<file path="src/hdl/rsdb_pkg.sv">
// galois field helpers, generator coefficients and basis tables for the rs dual basis encoder
package rsdb_pkg;

    localparam logic [7:0] GF_POLY_LOW = 8'h87;
    localparam int         FIRST_ROOT  = 112;
    localparam int         ROOT_STEP   = 11;
    localparam int         GF_ORDER    = 255;
    localparam int         MAX_ROOTS   = 32;

    localparam logic [7:0] DUAL_ROWS [8] = '{
        8'h8d, 8'hef, 8'hec, 8'h86, 8'hfa, 8'h99, 8'haf, 8'h7b
    };

    typedef logic [255:0][7:0] t_tab;

    typedef struct packed {
        logic load;
        logic shift;
    } t_cell_ctl;

    function automatic logic [7:0] gf_xtime(input logic [7:0] v);
        gf_xtime = {v[6:0], 1'b0} ^ (v[7] ? GF_POLY_LOW : 8'h00);
    endfunction

    function automatic logic [7:0] gf_mul(input logic [7:0] a, input logic [7:0] b);
        logic [7:0] p;
        p = 8'h00;
        for (int i = 7; i >= 0; i--) begin
            p = gf_xtime(p) ^ (b[i] ? a : 8'h00);
        end
        gf_mul = p;
    endfunction

    // alpha^k, elaboration only
    function automatic logic [7:0] gf_pow(input int k);
        logic [7:0] v;
        v = 8'h01;
        for (int i = 0; i < GF_ORDER; i++) begin
            if (i < k) begin
                v = gf_xtime(v);
            end
        end
        gf_pow = v;
    endfunction

    // coefficient idx of the generator polynomial with nroots roots
    function automatic logic [7:0] gen_coef(input int nroots, input int idx);
        logic [7:0] g [MAX_ROOTS+1];
        logic [7:0] r;
        for (int j = 0; j <= MAX_ROOTS; j++) begin
            g[j] = 8'h00;
        end
        g[0] = 8'h01;
        for (int i = 0; i < MAX_ROOTS; i++) begin
            if (i < nroots) begin
                r        = gf_pow(((FIRST_ROOT + i) * ROOT_STEP) % GF_ORDER);
                g[i + 1] = 8'h01;
                for (int j = MAX_ROOTS; j > 0; j--) begin
                    if (j <= i) begin
                        g[j] = g[j - 1] ^ gf_mul(g[j], r);
                    end
                end
                g[0] = gf_mul(g[0], r);
            end
        end
        gen_coef = g[idx];
    endfunction

    function automatic logic [7:0] to_dual(input logic [7:0] x);
        logic [7:0] d;
        d = 8'h00;
        for (int k = 0; k < 8; k++) begin
            if (x[k]) begin
                d = d ^ DUAL_ROWS[7 - k];
            end
        end
        to_dual = d;
    endfunction

    function automatic t_tab build_from_dual();
        t_tab t;
        for (int i = 0; i < 256; i++) begin
            t[to_dual(8'(i))] = 8'(i);
        end
        build_from_dual = t;
    endfunction

    localparam t_tab FROM_DUAL = build_from_dual();

endpackage

</file>
<file path="src/hdl/rs_255_223_dual_basis_encoder.sv">
// top level of the ccsds reed-solomon encoder with dual basis symbols
// Takes one dual-basis message byte per cycle while o_stall is low and echoes it through a
// single output register while a chain of NROOTS parity cells (one constant gf multiplier
// each) updates the remainder. A byte marked last, or the (255-NROOTS)th byte, ends the
// codeword: the parity bytes then shift out of the cell chain, one per cycle unless i_stall
// holds the output, converted to dual basis, with the last one flagged. While the single
// output port drains the chain, o_stall stays high.
module rs_255_223_dual_basis_encoder
    import rsdb_pkg::*;
#(
    parameter int NROOTS = 32
) (
    input  logic       i_clk,
    input  logic       i_rst_n,
    input  logic       i_valid,
    output logic       o_stall,
    input  logic [7:0] i_msg_byte,
    input  logic       i_msg_last,
    output logic       o_valid,
    input  logic       i_stall,
    output logic [7:0] o_code_byte,
    output logic       o_is_parity,
    output logic       o_code_last
);

    localparam int         CNT_W   = $clog2(NROOTS);
    localparam logic [8:0] MSG_LEN = 9'(255 - NROOTS);

    logic [7:0]       w_par [NROOTS+1];
    logic [7:0]       w_fb;
    logic             w_out_free;
    logic             w_accept;
    logic             w_end;
    logic             w_drain_step;
    logic             w_par_any;
    t_cell_ctl        w_ctl;

    logic             r_drain;
    logic             n_drain;
    logic [CNT_W-1:0] r_cnt;
    logic [CNT_W-1:0] n_cnt;
    logic [7:0]       r_count;
    logic [7:0]       n_count;
    logic             r_o_valid;
    logic             n_o_valid;
    logic [7:0]       r_o_byte;
    logic [7:0]       n_o_byte;
    logic             r_o_par;
    logic             n_o_par;
    logic             r_o_last;
    logic             n_o_last;

    assign w_out_free   = !r_o_valid || !i_stall;
    assign o_stall      = r_drain || !w_out_free;
    assign w_accept     = i_valid && !o_stall;
    assign w_drain_step = r_drain && w_out_free;
    assign w_fb         = FROM_DUAL[i_msg_byte] ^ w_par[0];
    assign w_end        = i_msg_last || ({1'b0, r_count} + 9'd1 >= MSG_LEN);

    assign w_ctl.load  = w_accept;
    assign w_ctl.shift = w_drain_step;

    assign w_par[NROOTS] = 8'h00;

    genvar c;
    generate
        for (c = 0; c < NROOTS; c++) begin : g_cell
            rsdb_cell #(
                .COEF(gen_coef(NROOTS, NROOTS - 1 - c))
            ) u_cell (
                .i_clk  (i_clk),
                .i_rst_n(i_rst_n),
                .i_ctl  (w_ctl),
                .i_fb   (w_fb),
                .i_next (w_par[c+1]),
                .o_par  (w_par[c])
            );
        end
    endgenerate

    always_comb begin
        w_par_any = 1'b0;
        for (int k = 0; k < NROOTS; k++) begin
            w_par_any = w_par_any | (|w_par[k]);
        end
    end

    always_comb begin
        n_drain   = r_drain;
        n_cnt     = r_cnt;
        n_count   = r_count;
        n_o_valid = r_o_valid && i_stall;
        n_o_byte  = r_o_byte;
        n_o_par   = r_o_par;
        n_o_last  = r_o_last;
        if (w_accept) begin
            n_o_valid = 1'b1;
            n_o_byte  = i_msg_byte;
            n_o_par   = 1'b0;
            n_o_last  = 1'b0;
            if (w_end) begin
                n_count = 8'h00;
                n_drain = 1'b1;
                n_cnt   = '0;
            end else begin
                n_count = r_count + 8'd1;
            end
        end else if (w_drain_step) begin
            n_o_valid = 1'b1;
            n_o_byte  = to_dual(w_par[0]);
            n_o_par   = 1'b1;
            n_o_last  = (r_cnt == CNT_W'(NROOTS - 1));
            n_cnt     = r_cnt + CNT_W'(1);
            if (r_cnt == CNT_W'(NROOTS - 1)) begin
                n_drain = 1'b0;
            end
        end
    end

    always_ff @(posedge i_clk) begin
        if (!i_rst_n) begin
            r_drain   <= 1'b0;
            r_cnt     <= '0;
            r_count   <= 8'h00;
            r_o_valid <= 1'b0;
        end else begin
            r_drain   <= n_drain;
            r_cnt     <= n_cnt;
            r_count   <= n_count;
            r_o_valid <= n_o_valid;
        end
    end

    always_ff @(posedge i_clk) begin
        r_o_byte <= n_o_byte;
        r_o_par  <= n_o_par;
        r_o_last <= n_o_last;
    end

    assign o_valid     = r_o_valid;
    assign o_code_byte = r_o_byte;
    assign o_is_parity = r_o_par;
    assign o_code_last = r_o_last;

    // the final parity byte is always a parity byte
    a_last_is_parity: assert property (@(posedge i_clk) disable iff (!i_rst_n)
        o_valid && o_code_last |-> o_is_parity)
        else $error("final symbol not marked as parity");

    // a request marked last starts the parity drain
    a_last_starts_drain: assert property (@(posedge i_clk) disable iff (!i_rst_n)
        w_accept && i_msg_last |=> r_drain)
        else $error("parity drain did not start after last request");

    // after the drain the cell chain is back to all zeros
    a_chain_cleared: assert property (@(posedge i_clk) disable iff (!i_rst_n)
        $fell(r_drain) |-> !w_par_any)
        else $error("parity cells not cleared after drain");

    // the message counter never reaches a full block
    a_count_range: assert property (@(posedge i_clk) disable iff (!i_rst_n)
        {1'b0, r_count} < MSG_LEN)
        else $error("symbol counter out of range");

endmodule

</file>
<file path="src/hdl/rsdb_cell.sv">
// one parity cell of the encoder chain: lfsr tap on load, plain shift while parity drains
module rsdb_cell
    import rsdb_pkg::*;
#(
    parameter logic [7:0] COEF = 8'h01
) (
    input  logic      i_clk,
    input  logic      i_rst_n,
    input  t_cell_ctl i_ctl,
    input  logic [7:0] i_fb,
    input  logic [7:0] i_next,
    output logic [7:0] o_par
);

    logic [7:0] r_par;
    logic [7:0] n_par;

    always_comb begin
        n_par = r_par;
        if (i_ctl.load) begin
            n_par = i_next ^ gf_mul(i_fb, COEF);
        end else if (i_ctl.shift) begin
            n_par = i_next;
        end
    end

    always_ff @(posedge i_clk) begin
        if (!i_rst_n) begin
            r_par <= 8'h00;
        end else begin
            r_par <= n_par;
        end
    end

    assign o_par = r_par;

endmodule

</file>
<file path="config.mk">
export PLATFORM = sky130hd
export DESIGN_NAME = rs_255_223_dual_basis_encoder
export DESIGN_NICKNAME = d
export VERILOG_FILES = /design/src/hdl/rsdb_pkg.sv /design/src/hdl/rs_255_223_dual_basis_encoder.sv /design/src/hdl/rsdb_cell.sv
export SDC_FILE = /design/constraint.sdc
export NUM_CORES = 1
export LEC_CHECK = 0
export ABC_AREA = 1
export BUFFER_PORTS_ARGS = -buffer_cell sky130_fd_sc_hd__buf_2
export CAP_MARGIN = 20
export CORE_MARGIN = 10
export CORE_UTILIZATION = 65
export CTS_BUF_LIST = sky130_fd_sc_hd__clkbuf_4 sky130_fd_sc_hd__clkbuf_8
export DETAILED_ROUTE_END_ITERATION = 10
export PLACE_DENSITY = 0.88
export SLEW_MARGIN = 20
export SYNTH_ARGS = -nofsm -noshare
export SYNTH_HDL_FRONTEND = slang
export SYNTH_SLANG_ARGS = --single-unit
export TNS_END_PERCENT = 1
</file>
<file path="constraint.sdc">
create_clock -name i_clk -period 4.2 [get_ports i_clk]
set_input_delay 1.26 -clock i_clk [delete_from_list [all_inputs] [get_ports i_clk]]
set_output_delay 1.26 -clock i_clk [all_outputs]
set_load 0.05 [all_outputs]
</file>
## Word-level counts from Yosys, hierarchy flattened

Memory sizes are Yosys's and may differ from the RTL's.
Cells that the tools add are included.

- Bitwise logic cells: 96
- Multipliers: 0
- Div/mod/pow operators: 0
- $add $sub $neg: 3
- $lt $le $gt $ge: 2
- Multiplexer cells: 133
- Equal/unequal tests: 2
- Reduce and logical (&&, ||, !) cells: 14
- Shift-type cells: 0

Operators with widths:

| cell | number |
|---|---|
| $mux 8 | 123 |
| $xor 8x8->8 | 89 |
| $mux 5 | 3 |
| $not 6->6 | 2 |
| $add 8x1->9 const B | 1 |
| $ge 9x8->1 const B | 1 |
| $lt 8x9->1 const B | 1 |
| $add 8x1->8 const B | 1 |
| $not 4->4 | 2 |
| $mux 7 | 1 |
| $not 7->7 | 1 |
| $mux 1 | 6 |
| $add 5x1->5 const B | 1 |
| $eq 5x5->1 const B | 1 |
| $not 5->5 | 1 |
| $logic_not 1->1 | 4 |
| $reduce_bool 2->1 | 2 |
| $logic_and 1x1->1 | 3 |
| $logic_or 1x1->1 | 3 |
| $not 3->3 | 1 |
| $reduce_and 3->1 | 1 |
| $ne 2x1->1 const B | 1 |
| $reduce_and 2->1 | 1 |

- Memories: 1
- Bits in registers: 281
- Output and inout port bits: 12
- Bits in read-only memories: 2048
- Bits of input ports: 13
- Logic and storage cells: 290
- RAM bits: 0
- Bits in latches: 0

Memories:

| name | depth | width | read ports | clocked after Yosys merged registers in | write ports | RTL line | RTL |
|---|---|---|---|---|---|---|---|
| (name not given) | 256 | 8 | 1 | 0 | 0 | rs_255_223_dual_basis_encoder.sv:57 | `assign w_fb = FROM_DUAL[i_msg_byte] ^ w_par[0];` |

## Depth between registers and ports, before layout

- Word-level depth: 35
- Gate-level depth with buffers: 23
- Mapped depth without buffers: 21

## Cells and area by module

A second synthesis with hierarchy kept.

- Cell total of the unflattened synthesis: 4125
- Area, all modules: 24634.9 µm²

By module, submodules not included:

| module | seq. area each (µm²) | cells each | times used | area each (µm²) |
|---|---|---|---|---|
| rsdb_cell at g_cell[12].u_cell ... | 160.2 | 135 | 4 | 800.8 |
| rsdb_cell at g_cell[11].u_cell ... | 160.2 | 176 | 2 | 983.4 |
| rsdb_cell at g_cell[22].u_cell ... | 160.2 | 156 | 2 | 888.4 |
| rsdb_cell at g_cell[1].u_cell ... | 160.2 | 160 | 2 | 868.3 |
| rs_255_223_dual_basis_encoder | 580.6 | 226 | 1 | 1734.2 |
| rsdb_cell at g_cell[10].u_cell ... | 160.2 | 146 | 2 | 760.7 |
| rsdb_cell at g_cell[23].u_cell ... | 160.2 | 120 | 2 | 711.9 |
| rsdb_cell at g_cell[0].u_cell ... | 160.2 | 124 | 2 | 693.2 |
| rsdb_cell at g_cell[13].u_cell ... | 160.2 | 107 | 2 | 681.9 |
| rsdb_cell at g_cell[26].u_cell ... | 160.2 | 118 | 2 | 669.4 |
| rsdb_cell at g_cell[25].u_cell ... | 160.2 | 108 | 2 | 638.1 |
| rsdb_cell at g_cell[14].u_cell ... | 160.2 | 85 | 2 | 538.0 |
| rsdb_cell at g_cell[21].u_cell ... | 160.2 | 69 | 2 | 518.0 |
| rsdb_cell at g_cell[27].u_cell ... | 160.2 | 77 | 2 | 510.5 |
| +4 rows | -- | -- | -- | -- |

## Least setup slack after synthesis

Ideal clock, no wire load.

- Path type: in2reg
- Start: input i_msg_byte[4]
- End: register g_cell[14].u_cell.r_par[7]
- Stages on the path: 18
- Data arrival time: 3075 ps
- Setup time: 113 ps
- Slack: 1012 ps
- Path through: buf_4 inv_4 nand2_1 nand2_1 xor2_1 clkinv_1 nand2_1 nand2_1 nand2_1 nand2_2 xor2_2 nand2_2 nand2_1 nand2_1 nand2_1 nand2_1 o21ai_1 inv_1

- Longest elaborated chain between the ends: 15

Ends and longest elaborated chain:

| what | RTL line | RTL |
|---|---|---|
| start, declared | rs_255_223_dual_basis_encoder.sv:17 | `input logic [7:0] i_msg_byte,` |
| $mem_v2 256x8 (*) | -- |  |
| $mux 8 (implied by the code) (*) | rs_255_223_dual_basis_encoder.sv:57 |  |
| $xor 8x8->8 (*) | rs_255_223_dual_basis_encoder.sv:57 |  |
| $mux 8 | rsdb_pkg.sv:22 | `gf_xtime = {v[6:0], 1'b0} ^ (v[7] ? GF_POLY_LOW : 8'h00);` |
| $xor 8x8->8 (*) | rsdb_pkg.sv:22 |  |
| $mux 8 | rsdb_pkg.sv:22 |  |
| $xor 8x8->8 (*) | rsdb_pkg.sv:22 |  |
| $mux 8 | rsdb_pkg.sv:22 |  |
| $xor 8x8->8 (*) | rsdb_pkg.sv:22 |  |
| $mux 8 | rsdb_pkg.sv:22 |  |
| $xor 8x8->8 (*) | rsdb_pkg.sv:22 |  |
| $mux 8 | rsdb_pkg.sv:22 |  |
| $xor 8x8->8 (*) | rsdb_pkg.sv:22 |  |
| $xor 8x8->8 (*) | rsdb_cell.sv:21 | `n_par = i_next ^ gf_mul(i_fb, COEF);` |
| $mux 8 (*) | rsdb_cell.sv:20 | `if (i_ctl.load) begin` |
| end signal, assigned | rsdb_cell.sv:31 | `r_par <= n_par;` |
| end, declared | rsdb_cell.sv:15 | `logic [7:0] r_par;` |

Mark *: on every way between the ends. The rest lies on a longest branch, timed or not. The select of a mux whose other input is x is not followed.
A chain may end at the register's enable or synchronous reset.

## Worst setup path in the final report

- Start: input i_msg_byte[0]
- End: register g_cell[22].u_cell.r_par[4]

- Longest elaborated chain between the ends: 20

Ends and longest elaborated chain:

| what | RTL line | RTL |
|---|---|---|
| $mem_v2 256x8 (*) | -- |  |
| $mux 8 (implied by the code) (*) | rs_255_223_dual_basis_encoder.sv:57 |  |
| $xor 8x8->8 (*) | rs_255_223_dual_basis_encoder.sv:57 |  |
| $mux 8 | rsdb_pkg.sv:22 |  |
| $xor 8x8->8 | rsdb_pkg.sv:22 |  |
| $mux 8 | rsdb_pkg.sv:22 |  |
| $xor 8x8->8 | rsdb_pkg.sv:22 |  |
| $xor 8x8->8 | rsdb_pkg.sv:29 | `p = gf_xtime(p) ^ (b[i] ? a : 8'h00);` |
| [3 not listed] | -- |  |
| $xor 8x8->8 | rsdb_pkg.sv:22 |  |
| $mux 8 | rsdb_pkg.sv:22 |  |
| $xor 8x8->8 | rsdb_pkg.sv:22 |  |
| $xor 8x8->8 | rsdb_pkg.sv:29 |  |
| $xor 8x8->8 (2 in series) | rsdb_pkg.sv:22 |  |
| $xor 8x8->8 (*) | rsdb_pkg.sv:29 |  |
| $xor 8x8->8 (*) | rsdb_cell.sv:21 |  |
| $mux 8 (*) | rsdb_cell.sv:20 |  |
| end signal, assigned | rsdb_cell.sv:31 |  |
| end, declared | rsdb_cell.sv:15 |  |

Marks and branches as above.

==> out/results.tsv <==
metric	value	unit
status	completed	
Core Area	23400	sq um
CP Class	in -> reg	
synthesized area per cell	6.819	sq um
largest stage delay on the critical path	0.48	ns
Placer Congestion	0.9970	
Power Density	640.5	nW/um^2
DRC	0	
Worst path top cell family by delay	simple AND/OR/NAND/NOR gates	
Site Rows	56	
Critical Path, Cell by Cell	buf_2, inv_1, nand2_1, nand2_1, nand2_1, nand2_1, nand2_1, nand2_2, inv_1, nand2_1, nand2_2, xor2_1, inv_1, nand2_1, nand3_1, xor2_1, a21oi_1	
worst r2r path cells	13	
wire length per cell	16.08	microns
Max FO, Critical Path	12	
cts bufs inserted	46	
Antenna Nets Post-Route	0	
drt total wl	41780	microns
Max-Cap Viols	0	
io pins	25	
TritonCTS Sinks	281	
Max-slew headroom	0.3281	
Post-Syn Nets	2278	
Fin Setup TNS	0	ns
P&R area growth vs syn	8.668	%
post-synthesis sequential area ratio	0.3701	
detailed placement HPWL	27840	microns
LEAKAGE	7.944	nW
Die ar.	30280	sq um
Peak Freq	0.2939	GHz
Final Net Count	2262	
Die Wd	174.0	microns
Clock Path Buffers	3	
most common cell after layout, fill and taps aside	nand2_1	
Iter 0 DRT Violations	1755	
initial antenna violation count	0	
most frequent CP cell	nand2_1	
synthesis-stage register bit count	281	
PnR worst setup slack	0.7971	ns
peak supply drop	403.4	uV
fraction of layout cells with a size suffix above 1	0.09741	
GRT overflow	0	
synth warn	0	
commonest cells after routing, fill and taps aside	nand2_1, dfxtp_1, inv_1, nand3_1, nor2_1	
Pre-Repair DR Iteration Count	6	
clk_lat worst skew	0.57	ns
Final setup viols	0	
Worst Hold Class	reg -> reg	
Worst setup SP type	input port	
Initial Util	0.6588	
first-pass GRT wire length	68060	microns
Fill cells	1914	
Overall Global Routing Usage	0.2659	
Die Ht	174.0	microns
CTS H-tree depth	2	
Final Hold Fails	0	
Post-synth EDFFs	8	
total vias in the final route	15050	
ant diodes	0	
number of global-route vias before repair	13610	
Yosys cell types	48	
CTS Root Cell	clkbuf_8	
Post-CTS Resized	0	
CTS tree	yes	
Worst path slowest cell	inv_1	
CP arrival	3.89	ns
port bufs	24	
Bufs and invs on worst path	4	
largest net degree at the start of global routing	176	
fin crit period	3.403	ns
RSZ-0062 raised after global routing	no	
stages on the worst setup path	17	
Hold Buf Count CTS	0	
Worst setup EP type	flip-flop	
dpl ws	0.3141	ns
Slew @ Worst Pin	1.008	ns
Gate Count Post-Synth	2261	
Tcrit/Tclk final	0.8102	
Worst Skew	0.01283	ns
WP data required	4.68	ns
Max Slew Vio Count	0	
hold depth	2	
Reg clk slew, reported paths	0.06	ns
Synth Cell Area	15420	sq um
Synth async-reset ratio	0	
Primary FF master, synth	dfxtp_1	
vias per cell	5.794	
Setup Buffers After CTS	0	
[flip-flops by register name, indices dropped and copies added (netlist names)]
register,count
r_cnt,5
o_is_parity,1
o_code_byte,8
g_cell.u_cell.o_par,256
o_valid,1
o_code_last,1
r_count,8
r_drain,1
[layer usage]
| layer | part of all wire | vias to the layer above | global-route usage |
|---|---|---|---|
| met4 | 0.038 | 0 | 0.1083 |
| met2 | 0.46 | 683 | 0.4333 |
| li1 | - | 7313 | - |
| met5 | 0 | - | 0 |
| met1 | 0.41 | 6931 | 0.3420 |
| met3 | 0.091 | 125 | 0.04659 |
[cell type report]
type / instances / area (sq um) / area share
Clock buffer: 75 / 969.7 / 0.05788
Clock inverter: 7 / 66.31 / 0.003958
Inverter: 258 / 983.4 / 0.05870
Multi-Input combinational cell: 1602 / 8204 / 0.4897
Sequential cell: 281 / 5705 / 0.3406
Tap cell: 319 / 399.1 / 0.02382
Timing Repair Buffer: 56 / 425.4 / 0.02539
[worst paths after layout]
check | startpoint | to | slack (ns)
worst max-delay path | i_msg_byte[0] | g_cell[22].u_cell.o_par[4] | 0.80
worst min-delay path | g_cell[3].u_cell.o_par[0] | g_cell[2].u_cell.o_par[0] | 0.47
worst max register to register | g_cell[0].u_cell.o_par[2] | g_cell[22].u_cell.o_par[4] | 1.23
worst min register to register | g_cell[3].u_cell.o_par[0] | g_cell[2].u_cell.o_par[0] | 0.47
[power breakdown]
part / switching [W] / internal [W] / leakage [nW] / total (W)
clock network: 0.00112 / 0.00152 / 0.548 / 0.00264
logic: 0.00294 / 0.00143 / 5.07 / 0.00437
registers: 0.000447 / 0.00327 / 2.33 / 0.00372
total: 0.00451 / 0.00622 / 7.94 / 0.0107
[kinds of logic (layout without fill, tap and decap cells)]
family,after synthesis,in the layout,synth area share
XOR/XNOR,110,110,0.06955
flip-flops,281,281,0.3701
buffers and inverters,378,396,0.09828
AND/OR/NAND/NOR,1059,1059,0.2926
AO/OA/AOI/OAI,429,429,0.1662
adder cells (fa/ha/maj),4,4,0.003246
[through the flow]
step	cell area (sq um)	hold WS, ns	instances	power [W]	utilization
final	16750	0.4667	2598	0.01073	0.7159
after global routing	16750	0.4764	2598	0.01139	0.7159
after CTS	16750	0.4638	2598	0.01066	0.7159
after detailed placement	15720	0.4549	2516	0.008007	0.6716
after global placement	15720	0.4305	2516	0.007859	0.6716
after floorplan	15420	0.4462	2261	0.006911	-
[cell usage after synthesis (all sizes together) (17+ instances only)]
master / number / area share
nor2: 123 / 0.032
a21oi: 116 / 0.038
nand3: 211 / 0.070
xor2: 88 / 0.056
o21a: 17 / 0.0083
xnor2: 22 / 0.013
o211ai: 76 / 0.037
buf: 52 / 0.019
clkbuf: 68 / 0.017
nand2: 690 / 0.18
dfxtp: 273 / 0.35
inv: 256 / 0.063
o22ai: 20 / 0.0089
o21ai: 130 / 0.042
a31oi: 45 / 0.018
[worst register-to-register path, cell delays in order (launching register included)]
cell and delay (ns):
dfxtp_1 0.54, xnor2_1 0.18, nand2_1 0.09, nand3_1 0.10, nand2_2 0.14, inv_1 0.48
nand2_1 0.14, nand2_2 0.27, xor2_1 0.26, inv_1 0.09, nand2_1 0.06, nand3_1 0.16
xor2_1 0.22, a21oi_1 0.17
Note: power is estimated with default switching activity, not from simulation.
